==> config.mk <==
export PLATFORM = sky130hd
export DESIGN_NAME = dsp_program_image_loader_flat
export DESIGN_NICKNAME = d
export VERILOG_FILES = /design/src/rtl/dpil_pkg.sv /design/src/rtl/dpil_ifs.sv /design/src/rtl/dpil_front.sv /design/src/rtl/dpil_queue.sv /design/src/rtl/dpil_back.sv /design/src/rtl/dsp_program_image_loader.sv /design/src/flat_wrapper.sv
export VERILOG_INCLUDE_DIRS = /design/src /design/src/rtl
export SDC_FILE = /design/constraint.sdc
export NUM_CORES = 1
export LEC_CHECK = 0
export BUFFER_PORTS_ARGS = -buffer_cell sky130_fd_sc_hd__buf_2
export CAP_MARGIN = 20
export CORE_MARGIN = 2
export CORE_UTILIZATION = 30
export CTS_CLUSTER_SIZE = 16
export DETAILED_ROUTE_END_ITERATION = 7
export HOLD_SLACK_MARGIN = 0.03
export SLEW_MARGIN = 20
export SYNTH_ARGS = -nofsm -noshare
export SYNTH_HDL_FRONTEND = slang
export SYNTH_SLANG_ARGS = --single-unit
==> constraint.sdc <==
create_clock -name i_clk -period 4 [get_ports i_clk]
set_input_delay 0.4 -clock i_clk [delete_from_list [all_inputs] [get_ports i_clk]]
set_output_delay 0.4 -clock i_clk [all_outputs]
set_load 0.05 [all_outputs]
==> src/rtl/dsp_program_image_loader_defines.svh <==
// Assertion macros shared by the RTL files
`ifndef DSP_PROGRAM_IMAGE_LOADER_DEFINES_SVH
`define DSP_PROGRAM_IMAGE_LOADER_DEFINES_SVH

// same-cycle implication
`define DPIL_ASSERT_IMP(lbl, clk, rst_n, ante, cons, msg) \
    lbl: assert property (@(posedge clk) disable iff (!rst_n) (ante) |-> (cons)) \
        else $error(msg);

// next-cycle implication
`define DPIL_ASSERT_NXT(lbl, clk, rst_n, ante, cons, msg) \
    lbl: assert property (@(posedge clk) disable iff (!rst_n) (ante) |=> (cons)) \
        else $error(msg);

`endif

==> src/rtl/dpil_pkg.sv <==
package dpil_pkg;

    localparam int WORD_W    = 16;
    localparam int DSP_W     = 2;
    localparam int OFFSET_W  = 22;
    localparam int KIND_W    = 2;
    localparam int PADDR_W   = 3;
    localparam int PDATA_W   = 32;

    localparam int QUEUE_DEPTH = 4;

    localparam logic [WORD_W-1:0]  TERMINATOR_WORD = 16'hFFFF;
    localparam int                 DATA_SPACE_BIT  = 14;
    localparam logic [PADDR_W-1:0] REG_DSP_INDEX   = 3'd0;

    typedef enum logic [1:0] {
        PH_COUNT,
        PH_ADDR,
        PH_DATA,
        PH_HIGH
    } t_phase;

    typedef enum logic [KIND_W-1:0] {
        KIND_DATA    = 2'd0,
        KIND_PROG_LO = 2'd1,
        KIND_PROG_HI = 2'd2
    } t_kind;

    typedef struct packed {
        logic [WORD_W-1:0] addr;
        logic [WORD_W-1:0] low_word;
        logic [WORD_W-1:0] value;
        logic              two_writes;
    } t_cmd;

endpackage

==> src/rtl/dpil_ifs.sv <==
interface dpil_word_if;
    logic                          valid;
    logic                          ready;
    logic [dpil_pkg::WORD_W-1:0]   image_word;
    logic                          final_word;

    modport source (output valid, output image_word, output final_word, input ready);
    modport sink   (input valid, input image_word, input final_word, output ready);
endinterface

interface dpil_wr_if;
    logic                          valid;
    logic                          ready;
    logic [dpil_pkg::OFFSET_W-1:0] write_offset;
    logic [dpil_pkg::WORD_W-1:0]   write_value;
    logic [dpil_pkg::KIND_W-1:0]   memory_kind;
    logic                          run_end;

    modport source (output valid, output write_offset, output write_value,
                    output memory_kind, output run_end, input ready);
    modport sink   (input valid, input write_offset, input write_value,
                    input memory_kind, input run_end, output ready);
endinterface

==> src/rtl/dpil_front.sv <==
module dpil_front (
    input  logic            i_clk,
    input  logic            i_rst_n,
    dpil_word_if.sink       i_word,
    input  logic            i_full,
    output logic            o_push,
    output dpil_pkg::t_cmd  o_cmd
);

    dpil_pkg::t_phase                r_phase, n_phase;
    logic [dpil_pkg::WORD_W-1:0]     r_left, n_left;
    logic [dpil_pkg::WORD_W-1:0]     r_addr, n_addr;
    logic [dpil_pkg::WORD_W-1:0]     r_low, n_low;
    logic                            r_done, n_done;
    logic                            accept;
    logic [dpil_pkg::WORD_W-1:0]     used;
    logic [dpil_pkg::WORD_W-1:0]     w;

    assign i_word.ready = !i_full;
    assign accept       = i_word.valid && i_word.ready;
    assign w            = i_word.image_word;

    always_ff @(posedge i_clk) begin
        if (!i_rst_n) begin
            r_phase <= dpil_pkg::PH_COUNT;
            r_left  <= '0;
            r_addr  <= '0;
            r_low   <= '0;
            r_done  <= 1'b0;
        end else begin
            r_phase <= n_phase;
            r_left  <= n_left;
            r_addr  <= n_addr;
            r_low   <= n_low;
            r_done  <= n_done;
        end
    end

    always_comb begin
        n_phase = r_phase;
        n_left  = r_left;
        n_addr  = r_addr;
        n_low   = r_low;
        n_done  = r_done;
        o_push  = 1'b0;
        o_cmd   = '{addr: r_addr, low_word: r_low, value: w, two_writes: 1'b0};
        used    = '0;
        if (accept && !r_done) begin
            case (r_phase)
                dpil_pkg::PH_COUNT: begin
                    if (w == dpil_pkg::TERMINATOR_WORD) begin
                        n_done = 1'b1;
                    end else begin
                        n_left  = w;
                        n_phase = dpil_pkg::PH_ADDR;
                    end
                end
                dpil_pkg::PH_ADDR: begin
                    n_addr  = w;
                    n_phase = (r_left == '0) ? dpil_pkg::PH_COUNT : dpil_pkg::PH_DATA;
                end
                dpil_pkg::PH_DATA: begin
                    if (r_addr[dpil_pkg::DATA_SPACE_BIT]) begin
                        o_push = 1'b1;
                        used   = dpil_pkg::WORD_W'(1);
                    end else begin
                        n_low   = w;
                        n_phase = dpil_pkg::PH_HIGH;
                    end
                end
                dpil_pkg::PH_HIGH: begin
                    o_push           = 1'b1;
                    o_cmd.two_writes = 1'b1;
                    used             = dpil_pkg::WORD_W'(2);
                end
                default: begin
                    n_phase = dpil_pkg::PH_COUNT;
                end
            endcase
            if (o_push) begin
                n_addr = r_addr + dpil_pkg::WORD_W'(1);
                if (r_left <= used) begin
                    n_left  = '0;
                    n_phase = dpil_pkg::PH_COUNT;
                end else begin
                    n_left  = r_left - used;
                    n_phase = dpil_pkg::PH_DATA;
                end
            end
        end
        if (accept && i_word.final_word) begin
            n_done = 1'b1;
        end
    end

endmodule

==> src/rtl/dpil_queue.sv <==
`include "dsp_program_image_loader_defines.svh"

module dpil_queue #(
    parameter int Depth = dpil_pkg::QUEUE_DEPTH
) (
    input  logic            i_clk,
    input  logic            i_rst_n,
    input  logic            i_push,
    input  dpil_pkg::t_cmd  i_cmd,
    input  logic            i_pop,
    output logic            o_full,
    output logic            o_valid,
    output dpil_pkg::t_cmd  o_head
);

    localparam int AW = (Depth > 1) ? $clog2(Depth) : 1;
    localparam int CW = $clog2(Depth + 1);

    dpil_pkg::t_cmd  r_mem [Depth];
    logic [AW-1:0]   r_wr, n_wr;
    logic [AW-1:0]   r_rd, n_rd;
    logic [CW-1:0]   r_count, n_count;

    assign o_full  = (r_count == CW'(Depth));
    assign o_valid = (r_count != '0);
    assign o_head  = r_mem[r_rd];

    always_ff @(posedge i_clk) begin
        if (i_push) begin
            r_mem[r_wr] <= i_cmd;
        end
    end

    always_ff @(posedge i_clk) begin
        if (!i_rst_n) begin
            r_wr    <= '0;
            r_rd    <= '0;
            r_count <= '0;
        end else begin
            r_wr    <= n_wr;
            r_rd    <= n_rd;
            r_count <= n_count;
        end
    end

    always_comb begin
        n_wr    = r_wr;
        n_rd    = r_rd;
        n_count = r_count;
        if (i_push) begin
            n_wr = (r_wr == AW'(Depth - 1)) ? '0 : r_wr + AW'(1);
        end
        if (i_pop) begin
            n_rd = (r_rd == AW'(Depth - 1)) ? '0 : r_rd + AW'(1);
        end
        if (i_push && !i_pop) begin
            n_count = r_count + CW'(1);
        end else if (!i_push && i_pop) begin
            n_count = r_count - CW'(1);
        end
    end

    `DPIL_ASSERT_IMP(a_no_overflow, i_clk, i_rst_n, i_push, !o_full, "push into full queue")
    `DPIL_ASSERT_IMP(a_no_underflow, i_clk, i_rst_n, i_pop, o_valid, "pop from empty queue")
    `DPIL_ASSERT_IMP(a_count_bound, i_clk, i_rst_n, 1'b1, r_count <= CW'(Depth), "count overrun")

endmodule

==> src/rtl/dpil_back.sv <==
`include "dsp_program_image_loader_defines.svh"

module dpil_back (
    input  logic                         i_clk,
    input  logic                         i_rst_n,
    input  logic [dpil_pkg::DSP_W-1:0]   i_dsp_index,
    input  logic                         i_cmd_valid,
    input  dpil_pkg::t_cmd               i_cmd,
    output logic                         o_pop,
    dpil_wr_if.source                    o_wr
);

    logic                          r_valid, n_valid;
    logic                          r_second, n_second;
    logic [dpil_pkg::OFFSET_W-1:0] r_offset, n_offset;
    logic [dpil_pkg::WORD_W-1:0]   r_value, n_value;
    dpil_pkg::t_kind               r_kind, n_kind;
    logic                          r_run_end, n_run_end;
    logic                          load;
    logic                          half;

    assign o_wr.valid        = r_valid;
    assign o_wr.write_offset = r_offset;
    assign o_wr.write_value  = r_value;
    assign o_wr.memory_kind  = r_kind;
    assign o_wr.run_end      = r_run_end;

    assign load = !r_valid || o_wr.ready;

    always_ff @(posedge i_clk) begin
        if (!i_rst_n) begin
            r_valid  <= 1'b0;
            r_second <= 1'b0;
        end else begin
            r_valid  <= n_valid;
            r_second <= n_second;
        end
        r_offset  <= n_offset;
        r_value   <= n_value;
        r_kind    <= n_kind;
        r_run_end <= n_run_end;
    end

    always_comb begin
        n_valid   = r_valid;
        n_second  = r_second;
        n_offset  = r_offset;
        n_value   = r_value;
        n_kind    = r_kind;
        n_run_end = r_run_end;
        o_pop     = 1'b0;
        half      = 1'b0;
        if (load) begin
            n_valid = i_cmd_valid;
            if (i_cmd_valid) begin
                if (i_cmd.two_writes && !r_second) begin
                    n_kind    = dpil_pkg::KIND_PROG_LO;
                    n_value   = i_cmd.low_word;
                    n_run_end = 1'b0;
                    n_second  = 1'b1;
                end else begin
                    half      = i_cmd.two_writes;
                    n_kind    = i_cmd.two_writes ? dpil_pkg::KIND_PROG_HI
                                                 : dpil_pkg::KIND_DATA;
                    n_value   = i_cmd.value;
                    n_run_end = 1'b1;
                    n_second  = 1'b0;
                    o_pop     = 1'b1;
                end
                n_offset = {1'b0, i_dsp_index, half, i_cmd.addr, 2'b00};
            end
        end
    end

    `DPIL_ASSERT_IMP(a_second_has_cmd, i_clk, i_rst_n, r_second,
        i_cmd_valid && i_cmd.two_writes, "high half pending without program command")
    `DPIL_ASSERT_IMP(a_low_not_end, i_clk, i_rst_n, r_valid && r_kind == dpil_pkg::KIND_PROG_LO,
        !r_run_end, "low half marked as run end")
    `DPIL_ASSERT_NXT(a_low_then_high, i_clk, i_rst_n,
        r_valid && o_wr.ready && r_kind == dpil_pkg::KIND_PROG_LO,
        r_valid && r_kind == dpil_pkg::KIND_PROG_HI, "low half not followed by high half")

endmodule

==> src/rtl/dsp_program_image_loader.sv <==
// Channel   Dir  Modport  Payload
// i_word    in   sink     image_word[15:0], final_word
// o_wr      out  source   write_offset[21:0], write_value[15:0], memory_kind[1:0], run_end
// apb       in   -        dsp_index at byte address 0
//
// Takes one image word per cycle while the queue is not full; a data word's write is queued, then registered onto o_wr.
// A program element gives two writes, low half then high half, both issued by the back end.
// The command queue (QueueDepth entries) absorbs output stalls; i_word.ready drops when full.
// Synchronous active-low reset returns the parser to the count word and empties the queue.
module dsp_program_image_loader #(
    parameter int QueueDepth = dpil_pkg::QUEUE_DEPTH
) (
    input  logic                              i_clk,
    input  logic                              i_rst_n,
    dpil_word_if.sink                         i_word,
    dpil_wr_if.source                         o_wr,
    input  logic                              psel,
    input  logic                              penable,
    input  logic                              pwrite,
    input  logic [dpil_pkg::PADDR_W-1:0]      paddr,
    input  logic [dpil_pkg::PDATA_W-1:0]      pwdata,
    output logic [dpil_pkg::PDATA_W-1:0]      prdata,
    output logic                              pready
);

    logic [dpil_pkg::DSP_W-1:0] r_dsp_index;
    logic                       push;
    logic                       pop;
    logic                       full;
    logic                       cmd_valid;
    dpil_pkg::t_cmd             push_cmd;
    dpil_pkg::t_cmd             head_cmd;

    assign pready = 1'b1;
    assign prdata = (paddr == dpil_pkg::REG_DSP_INDEX)
                  ? {{(dpil_pkg::PDATA_W - dpil_pkg::DSP_W){1'b0}}, r_dsp_index}
                  : '0;

    always_ff @(posedge i_clk) begin
        if (!i_rst_n) begin
            r_dsp_index <= '0;
        end else if (psel && penable && pwrite && pready
                     && paddr == dpil_pkg::REG_DSP_INDEX) begin
            r_dsp_index <= pwdata[dpil_pkg::DSP_W-1:0];
        end
    end

    dpil_front u_front (
        .i_clk   (i_clk),
        .i_rst_n (i_rst_n),
        .i_word  (i_word),
        .i_full  (full),
        .o_push  (push),
        .o_cmd   (push_cmd)
    );

    dpil_queue #(
        .Depth (QueueDepth)
    ) u_queue (
        .i_clk   (i_clk),
        .i_rst_n (i_rst_n),
        .i_push  (push),
        .i_cmd   (push_cmd),
        .i_pop   (pop),
        .o_full  (full),
        .o_valid (cmd_valid),
        .o_head  (head_cmd)
    );

    dpil_back u_back (
        .i_clk       (i_clk),
        .i_rst_n     (i_rst_n),
        .i_dsp_index (r_dsp_index),
        .i_cmd_valid (cmd_valid),
        .i_cmd       (head_cmd),
        .o_pop       (pop),
        .o_wr        (o_wr)
    );

endmodule

==> src/flat_wrapper.sv <==
// flat-port wrapper written by rule: the top's interface ports become plain ports
module dsp_program_image_loader_flat 
#(
    parameter int QueueDepth = dpil_pkg::QUEUE_DEPTH
)
  (i_clk, i_rst_n, psel, penable, pwrite, paddr, pwdata, prdata, pready, i_word_valid, i_word_image_word, i_word_final_word, i_word_ready, o_wr_valid, o_wr_write_offset, o_wr_write_value, o_wr_memory_kind, o_wr_run_end, o_wr_ready);
  dpil_word_if i_word_i ();
  dpil_wr_if o_wr_i ();
  input  logic i_clk;
  input  logic i_rst_n;
  input  logic psel;
  input  logic penable;
  input  logic pwrite;
  input  logic [dpil_pkg::PADDR_W-1:0] paddr;
  input  logic [dpil_pkg::PDATA_W-1:0] pwdata;
  output logic [dpil_pkg::PDATA_W-1:0] prdata;
  output logic pready;
  input wire logic [$bits(i_word_i.valid)-1:0] i_word_valid;
  input wire logic [$bits(i_word_i.image_word)-1:0] i_word_image_word;
  input wire logic [$bits(i_word_i.final_word)-1:0] i_word_final_word;
  output wire logic [$bits(i_word_i.ready)-1:0] i_word_ready;
  output wire logic [$bits(o_wr_i.valid)-1:0] o_wr_valid;
  output wire logic [$bits(o_wr_i.write_offset)-1:0] o_wr_write_offset;
  output wire logic [$bits(o_wr_i.write_value)-1:0] o_wr_write_value;
  output wire logic [$bits(o_wr_i.memory_kind)-1:0] o_wr_memory_kind;
  output wire logic [$bits(o_wr_i.run_end)-1:0] o_wr_run_end;
  input wire logic [$bits(o_wr_i.ready)-1:0] o_wr_ready;
  assign i_word_i.valid = i_word_valid;
  assign i_word_i.image_word = i_word_image_word;
  assign i_word_i.final_word = i_word_final_word;
  assign i_word_ready = i_word_i.ready;
  assign o_wr_valid = o_wr_i.valid;
  assign o_wr_write_offset = o_wr_i.write_offset;
  assign o_wr_write_value = o_wr_i.write_value;
  assign o_wr_memory_kind = o_wr_i.memory_kind;
  assign o_wr_run_end = o_wr_i.run_end;
  assign o_wr_i.ready = o_wr_ready;
  dsp_program_image_loader #(.QueueDepth(QueueDepth)) u_core (.i_clk(i_clk), .i_rst_n(i_rst_n), .i_word(i_word_i), .o_wr(o_wr_i), .psel(psel), .penable(penable), .pwrite(pwrite), .paddr(paddr), .pwdata(pwdata), .prdata(prdata), .pready(pready));
endmodule
# Word level (Yosys, flattened, before mapping)
# Memories as Yosys holds them, arrays and structs flattened. A register that Yosys moved wholly into a read port is not among the register bits.
# Index checks and enable logic that the tools add are counted.
# W data, S select, Z words.
# word_totals
reg_bits	100
ram_bits	196
output_inout_bits	76
memories	1
# op_classes
add_sub_neg	6
n_lt_le_gt_ge	1
n_eq_ne	10
muxes	40
bitwise	1
reduce_logical	33
# mem_list
memory	depth	width	read_ports	rd_clocked_by_memory_dff	write_ports	line_no	rtl
u_core.u_queue.r_mem	4	49	1	1	1	dpil_queue.sv:19	dpil_pkg::t_cmd r_mem [Depth];
# op_table
operator	n
$mux W16	8
$mux W2	11
$add A16 B1 Y16 const B	1
$eq A16 B16 Y1 const B	1
$le A16 B16 Y1	1
$logic_not A16 Y1	1
$mux W1	16
$sub A16 B16 Y16	1
$reduce_bool A2 Y1	6
$logic_and A1 B1 Y1	9
$reduce_and A3 Y1	3
$eq A2 B2 Y1 const B	4
$logic_not A1 Y1	6
$mux W3	2
$ne A3 B3 Y1 const B	2
$pmux W2 S3	1
$add A2 B1 Y2 const B	2
$pmux W2 S2	1
$reduce_and A2 Y1	2
$reduce_and A4 Y1	1
$reduce_bool A4 Y1	1
$add A3 B1 Y3 const B	1
$eq A3 B3 Y1 const B	1
$logic_not A3 Y1	1
8 further kinds	8

# Longest topological paths before layout
# Gate-level depths: netlist of the first run.
# logic_depth
word_depth	10
depth_mapped	13

# Modules after synthesis
# From an unflattened synthesis of the first run, not the netlist that was laid out.
# hier_totals
cells_unflattened	843
area_unflattened_um2	12482.0
# by_module_without_submodules
module	n_inst	cells_per_inst	area_per_inst_um2
dpil_queue	1	300	7551.0
dpil_front	1	391	3096.7
dpil_back	1	107	1482.7
dsp_program_image_loader	1	45	351.6

# Worst setup path after synthesis of the first run
# OpenSTA, ideal clock, no wires.
# synth_path
path_type	register to register
startpoint	register u_core.u_back.r_valid (netlist: u_core.u_back.o_wr.valid)
endpoint	register u_core.u_queue.r_count[2]
setup_time_ps	70
t_arrival_ps	3898
setup_slack_ps	31
stages_incl_launch_ff	9
period_less_slack_ps	3969
path_cell_list	dfxtp_1 > a21oi_1 > nand2_1 > ha_1 > inv_1 > fa_1 > xor2_1 > or3_1 > a21oi_1
# synth_via
elab_chain_cells	6
# synth_rtl
element	line_no	rtl
start: declaration	dpil_back.sv:13	logic r_valid, n_valid;
start signal: assignment	dpil_back.sv:35	r_valid <= n_valid;
$logic_not A1 Y1 (*)	dpil_back.sv:28	assign load = !r_valid || o_wr.ready;
$logic_or A1 B1 Y1 (*)	dpil_back.sv:28	
$mux W1 (*)	dpil_back.sv:53	if (load) begin
$logic_not A1 Y1	dpil_queue.sv:56	if (i_push && !i_pop) begin
$logic_and A1 B1 Y1	dpil_queue.sv:56	
$mux W3 or $reduce_bool A2 Y1 (tied branches)	-	
end signal: assignment	dpil_queue.sv:42	r_count <= n_count;
end: declaration	dpil_queue.sv:22	logic [CW-1:0] r_count, n_count;
# Mark *: on every way between the ends. The rest lies on a longest branch, timed or not.
# A chain may end at the register's enable or synchronous reset.

# Worst setup path after layout of the first run
# layout_path
startpoint	register u_core.u_front.r_phase[1]
endpoint	register u_core.u_front.r_left[13] (netlist name)
# layout_via
elab_chain_cells	6
# layout_rtl
element	line_no	rtl
start: declaration	dpil_front.sv:10	dpil_pkg::t_phase r_phase, n_phase;
start signal: assignment	dpil_front.sv:25	r_phase <= dpil_pkg::PH_COUNT;
start signal: assignment	dpil_front.sv:31	r_phase <= n_phase;
$eq A2 B2 Y1	dpil_front.sv:49	case (r_phase)
$pmux W2 S2	dpil_front.sv:49	
$mux W16	dpil_front.sv:48	if (accept && !r_done) begin
$sub A16 B16 Y16 or $le A16 B16 Y1 (tied branches)	dpil_front.sv:86, dpil_front.sv:82	
$mux W16	dpil_front.sv:82	if (r_left <= used) begin
$mux W16	dpil_front.sv:80	if (o_push) begin
end signal: assignment	dpil_front.sv:32	r_left <= n_left;
end: declaration	dpil_front.sv:11	logic [dpil_pkg::WORD_W-1:0] r_left, n_left;
# Several ways; a longest one is shown, not always the timed one. The select of a mux whose other input is x is not followed.

==> impl_metrics.ini, run 1 <==
[grt]
overflow = 0
antenna_found_initial = 3
grt_pass1_vias = 6967
grt_max_degree = 54
grt_pass1_wl_um = 40200
track_usage = 0.122

[power]
swShare = 0.333
p_sw_uw = 2950
powerDensity_mw_per_mm2 = 629
pwr-share-comb = 0.266
power_uw = 8860
p_int_uw = 5900
peakVddDrop_uv = 319
seq_power_share = 0.447
clkPwrFrac = 0.287
power_leakage_uw = 0.00491

[place]
io_buffers = 70
hpwl_um = 16400
gp_congestion = 0.801
pre_cts_slack_ns = 0.790

[floorplanning]
die_x_um = 207
ios = 135
dieArea_mm2 = 0.0428
die_height_um = 207
row_count = 74
start_util = 0.303
coreArea_mm2 = 0.0407

[clock_tree]
cts_buffers = 29
clk_path_buf_depth = 3
cts_tree = yes
postCtsSetupRepairBufs = 0
clock-sinks = 297
clkTransAtPathRegs_ns = 0.07
cts_root_buffer = clkbuf_16
insertion_delay_ns = 0.55
h-tree-depth = 1
hold_buffers = 0
ctsResizeCount = 0

[logic_synthesis]
yosysTopAreaCell = edfxtp_1
syn-cell-area_mm2 = 0.0124
synth-seq-area-share = 0.670
synth_edf_count = 233
netlist_top_cells_area = edfxtp_1, dfxtp_1, mux2i_1
synth_cell_types = 69
yosysTopAreaCellShare = 0.566
async_flop_share = 0
ys_ff_latch = 297
syn_inst = 858
synth-warning-count = 0
yosys_most_used_dff = edfxtp_1
syn_area_per_cell_um2 = 14.4

[sta]
period_minus_slack_ns = 3.28
hold_slack_ns = 0.0873
slew_headroom = 0.348
hold_viol = 0
fin_ws_ns = 0.717
fin_skew_ns = 0.0207
fin_tns_setup_ns = 0
tightest_slew_ns = 0.975
fmax_ghz = 0.305
finalSetupViolCount = 0
period_share = 0.821
report.final.slew_viol_count = 0
rsz0062_at_grt = false

[critical_path]
end_kind = flip-flop
path_class = reg2reg
crit_slowest_cell = dfxtp_1
startpoint_type = flip-flop
max_stage_delay_ns = 0.60
critPathMaxFanout = 18
arrival_ns = 3.73
crit_path_cell_trace = ha_1 > nand2_1 > nor2_1 > ha_1 > inv_1 > fa_1 > nand2_1 > a31oi_2 > and4bb_1 > a211o_1
crit_required_ns = 4.44

[layout]
drive_gt1_frac = 0.175
fillers = 3967
syn2layout_area_growth_pct = 14.0
multiInputGateArea_mm2 = 0.00374
final_util = 0.346
finalNetCount = 1006
final-seq-area_mm2 = 0.00828

[route]
drcViolationCount = 0
drt_iter0_markers = 486
antenna_left = 0
avgViaCountPerCell = 4.79
wl_per_cell_um = 17.5
first_pass_iters = 5
drt_wl_total_um = 26000
via_count = 7111

[min_path]
hp-class = in2reg

[run_status]
status = finished, final reports clean

[job]
maxCapViolCount = 0
## power by group through the flow
stage	combinational [uW]	clock [uW]	sequential, uW
after global routing	2560	2730	4000
after CTS	2390	2600	3970
final	2350	2540	3960
after global placement	2360	0	4020
after floorplan	1330	0	4520
after detailed placement	2390	0	4030
## cells in the mapped netlist, drive strengths merged, types with 3 or more instances
cell type  instances
a21boi             4
a21o               3
a21oi             36
a221oi            19
a22o              17
a31oi             10
a32oi              5
a41oi              3
and2              10
and3               4
buf               56
clkbuf            22
dfxtp             64
edfxtp           233
ha                15
inv               13
mux2i             86
mux4              17
nand2             41
nand2b             4
nand3             13
nand4              7
nor2              63
nor2b              5
nor3              15
nor4              10
o211ai             4
o21a               4
o21ai             16
o221a              3
o22ai             10
or3                7
or4                3
## worst paths after layout
kind	from	endpoint	slack, ns	depth (start not counted)
setup reg to reg	u_core.u_front.r_phase[1]	u_core.u_front.r_left[13]	0.72	10
hold reg to reg	u_core.r_dsp_index[0]	u_core.u_back.o_wr.write_offset[19]	0.46	0
setup / recovery	u_core.u_front.r_phase[1]	u_core.u_front.r_left[13]	0.72	10
hold / removal	pwdata[0]	u_core.r_dsp_index[0]	0.09	3
## state kept, by name, indices dropped and copies added (netlist names), 2 cells and up, named ones only
| signal | count |
|---|---|
| u_core.r_dsp_index | 2 |
| u_core.u_back.o_wr.write_offset | 19 |
| u_core.u_back.o_wr.write_value | 16 |
| u_core.u_front.r_addr | 16 |
| u_core.u_front.r_left | 16 |
| u_core.u_front.r_low | 16 |
| u_core.u_front.r_phase | 2 |
| u_core.u_queue.r_count | 3 |
| u_core.u_queue.r_mem | 196 |
| u_core.u_queue.r_rd | 2 |
| u_core.u_queue.r_wr | 2 |
## routing by layer
| layer | global-route usage | share of wire |
|---|---|---|
| met1 | 0.158 | 0.43 |
| met2 | 0.211 | 0.50 |
| met3 | 0.0206 | 0.046 |
| met4 | 0.0309 | 0.020 |
| met5 | 0 | 0.0010 |
## cells in the final DEF (no fill, tap or decap), drive strengths merged, types with 3 or more instances in the layout
cell type  synthesis  final
a21boi             4      4
a21o               3      3
a21oi             36     36
a221oi            19     19
a22o              17     17
a31oi             10     10
a32oi              5      5
a41oi              3      3
and2              10     10
and3               4      4
buf               56     87
clkbuf            22     43
clkinv             0     10
conb               2     34
dfxtp             64     64
edfxtp           233    233
ha                15     15
inv               13     13
mux2i             86     86
mux4              17     17
nand2             41     41
nand2b             4      4
nand3             13     13
nand4              7      7
nor2              63     63
nor2b              5      5
nor3              15     15
nor4              10     10
o211ai             4      4
o21a               4      4
o21ai             16     16
o221a              3      3
o22ai             10     10
or3                7      7
or4                3      3
## cell type report
class,instances,share of cell area
multi-input cells,502,0.265
well taps,532,0.0472
clock buffers,43,0.0567
flip-flops and latches,297,0.588
inverters,13,0.00346
clock inverters,11,0.00586
repair buffers,87,0.0339
diodes,1,0.000178
## per-stage QoR
step	std cells	cell area, um^2
2_1_floorplan	890	12500
3_3_place_gp	1431	13200
3_5_place_dp	1431	13200
4_1_cts	1485	14100
5_1_grt	1485	14100
6_report	1486	14100
## worst max-delay path: cells and delay by family (launching register included)
| kind | cells | cell delay [ns] |
|---|---|---|
| AND/OR/NAND/NOR | 4 | 0.82 |
| adder cells (fa/ha/maj) | 3 | 1.10 |
| buffers and inverters | 1 | 0.06 |
| flip-flops | 1 | 0.60 |
| AO/OA/AOI/OAI | 2 | 0.59 |
## cell families after synthesis
logic type,Yosys count,share of synthesized area
DFF,297,0.670
AOI/OAI and AO/OA,153,0.0885
adders and majority gates,17,0.0184
xor gates and xnor gates,2,0.00142
and+or+nand+nor,192,0.0787
muxes,104,0.102
buffers and inverters,91,0.0412
other,2,0.000608
Power figures use the tool's default switching activity.
==> run 2: changes to the inputs <==
ABC_AREA = 1   (was default)
clock period = 2.63 ns   (was 4 ns; I/O delays follow)
==> impl_metrics.ini, run 2 <==
[route]
drt_wl_total_um = 30300
routedLengthMet1_um = 13700
first_pass_iters = 5
wl_per_cell_um = 16.3
drcViolationCount = 0
via_count = 8738
drt_iter0_markers = 650
highest_layer = met5
avgViaCountPerCell = 4.69
antenna_left = 0
met3WireLength_um = 1540
wl_met2_um = 14300

[sta]
finalSetupViolCount = 0
fin_skew_ns = 0.0282
report.final.slew_viol_count = 0
fin_tns_setup_ns = 0
period_minus_slack_ns = 2.41
fmax_ghz = 0.415
slew_headroom = 0.347
period_share = 0.917
hold_slack_ns = 0.0596
rsz0062_at_grt = true
tightest_slew_ns = 0.980
hold_viol = 0

[logic_synthesis]
synth_compound_area_frac = 0.103
yosysTopAreaCell = edfxtp_1
syn-cell-area_mm2 = 0.0128
synth_xor_xnor_area_share = 0.00477
yosysTopAreaCellShare = 0.545
yosysMostFrequentCell = edfxtp_1
ys_ff_latch = 297
synth_top_family_by_area = simple AND/OR/NAND/NOR gates
netlist_top_cells_area = edfxtp_1, dfxtp_1, nor2_1
synth-warning-count = 0
synth_cell_types = 38
syn_area_per_cell_um2 = 10.6
synthSimpleGateAreaFrac = 0.162
syn_inst = 1213
synth.mux.area_fraction = 0
async_flop_share = 0
synthAdderAreaFrac = 0.0177
synth-seq-area-share = 0.644
yosys_most_used_dff = edfxtp_1
synthTopCellsByCount = edfxtp_1, nor2_1, nand2_1
synth_edf_count = 233

[place]
hpwl_um = 18100
dp.cells = 1789
io_buffers = 70
gp_congestion = 0.814
dpl-instance-area_mm2 = 0.0137

[floorplanning]
coreArea_mm2 = 0.0421
row_count = 75
ios = 135
die_x_um = 211
dieArea_mm2 = 0.0445
start_util = 0.305
die_height_um = 211

[layout]
final_cell_mix = edfxtp_1, nor2_1, nand2_1
final_common_cell = edfxtp_1
layout.cells.non_filler = 1865
fillers = 4175
final-seq-area_mm2 = 0.00828
regMostFlops = u_core.u_queue.r_mem
drive_gt1_frac = 0.162
syn2layout_area_growth_pct = 16.5
largest_register_ffs = 196
finalNetCount = 1374
postLayoutCellArea_mm2 = 0.0150
multiInputGateArea_mm2 = 0.00386

[critical_path]
end_kind = flip-flop
arrival_ns = 2.81
crit_path_cell_trace = inv_2 > ha_1 > nand2_2 > nand2_1 > o21ai_2 > nor2_1 > ha_1 > inv_1 > fa_1 > a21oi_1 > o21ai_0 > o21ai_0 > a21oi_1
crit_slowest_cell = fa_1
crit_required_ns = 3.03
startpoint_type = flip-flop
worst-path-stages = 13
path_class = reg2reg
max_stage_delay_ns = 0.44
critPathMaxFanout = 5
rr_worst_depth = 13
crit_buf_inv = 2
cp_top_family = adder cells

[grt]
grt_pass1_wl_um = 46700
track_usage = 0.136
antenna_found_initial = 4
grt_pass1_vias = 8282
grt_max_degree = 97
overflow = 0

[clock_tree]
cts_buffers = 34
cts_tree = yes
insertion_delay_ns = 0.52
h-tree-depth = 2
clk_path_buf_depth = 3
clkTransAtPathRegs_ns = 0.06
clock-sinks = 297
cts_root_buffer = clkbuf_16

[power]
peakVddDrop_uv = 493
power_leakage_uw = 0.00555
power_uw = 15300
powerDensity_mw_per_mm2 = 1020

[min_path]
hp-class = in2reg
hold_depth = 1

[job]
maxCapViolCount = 0

[run_status]
status = finished, final reports clean
==> run 2: cell count changes after synthesis, moves of 18 or more <==
cell and delta:
nor2_1 +140, nand2_1 +125, o21ai_0 +123, mux2i_1 -86, inv_1 +68, o22ai_1 +38
nand3_1 +26, a221oi_1 -19, nor2_2 +18
==> run 2: final timing paths <==
kind / from / end / slack (ns)
setup / recovery: u_core.u_front.r_phase[0] / u_core.u_queue.r_count[2] / 0.22
hold reg to reg: u_core.r_dsp_index[1] / u_core.u_back.o_wr.write_offset[20] / 0.43
hold / removal: i_word_image_word[5] / u_core.u_queue.r_mem[2][6] / 0.06
setup reg to reg: u_core.u_front.r_phase[0] / u_core.u_queue.r_count[2] / 0.22
==> run 2: what timing repair did <==
action / 4_1_cts / 5_1_grt
gates resized for setup: 0 / 5
endpoints found under the setup margin: 0 / 7
hold buffers: 12 / 0
endpoints found under the hold margin: 40 / 0
setup buffers: 0 / 0
==> run 2: per-stage QoR <==
stage,setup WS (ns),util
finish,0.219,0.355
global route,-0.00610,0.355
CTS,0.109,0.355
detailed placement,0.117,0.326
global placement,0.150,0.326
floorplan,-0.389,-
==> run 2: power by group <==
group	internal, uW	switching, uW
clock network	2760	1870
registers	5840	394
logic	1080	3320
==> run 2: final cells by class <==
class,count,area share
Antenna cell,3,0.000502
Clock buffer,50,0.0642
Clock inverter,11,0.00911
Inverter,88,0.0224
Multi-Input combinational cell,774,0.258
Sequential cell,297,0.553
Tap cell,539,0.0451
Timing Repair Buffer,103,0.0470
==> run 2: logic make-up after synthesis <==
logic type               Yosys count
XOR/XNOR                           7
other                              2
adder cells (fa/ha/maj)           17
buffers and inverters            174
AND/OR/NAND/NOR                  472
flip-flops                       297
AO/OA/AOI/OAI                    244
==> run 2: per-layer routing <==
layer | up-vias | global-route usage
met4 | 2 | 0.0406
met5 | - | 0
met2 | 195 | 0.224
met1 | 4212 | 0.181
li1 | 4281 | -
met3 | 48 | 0.0257
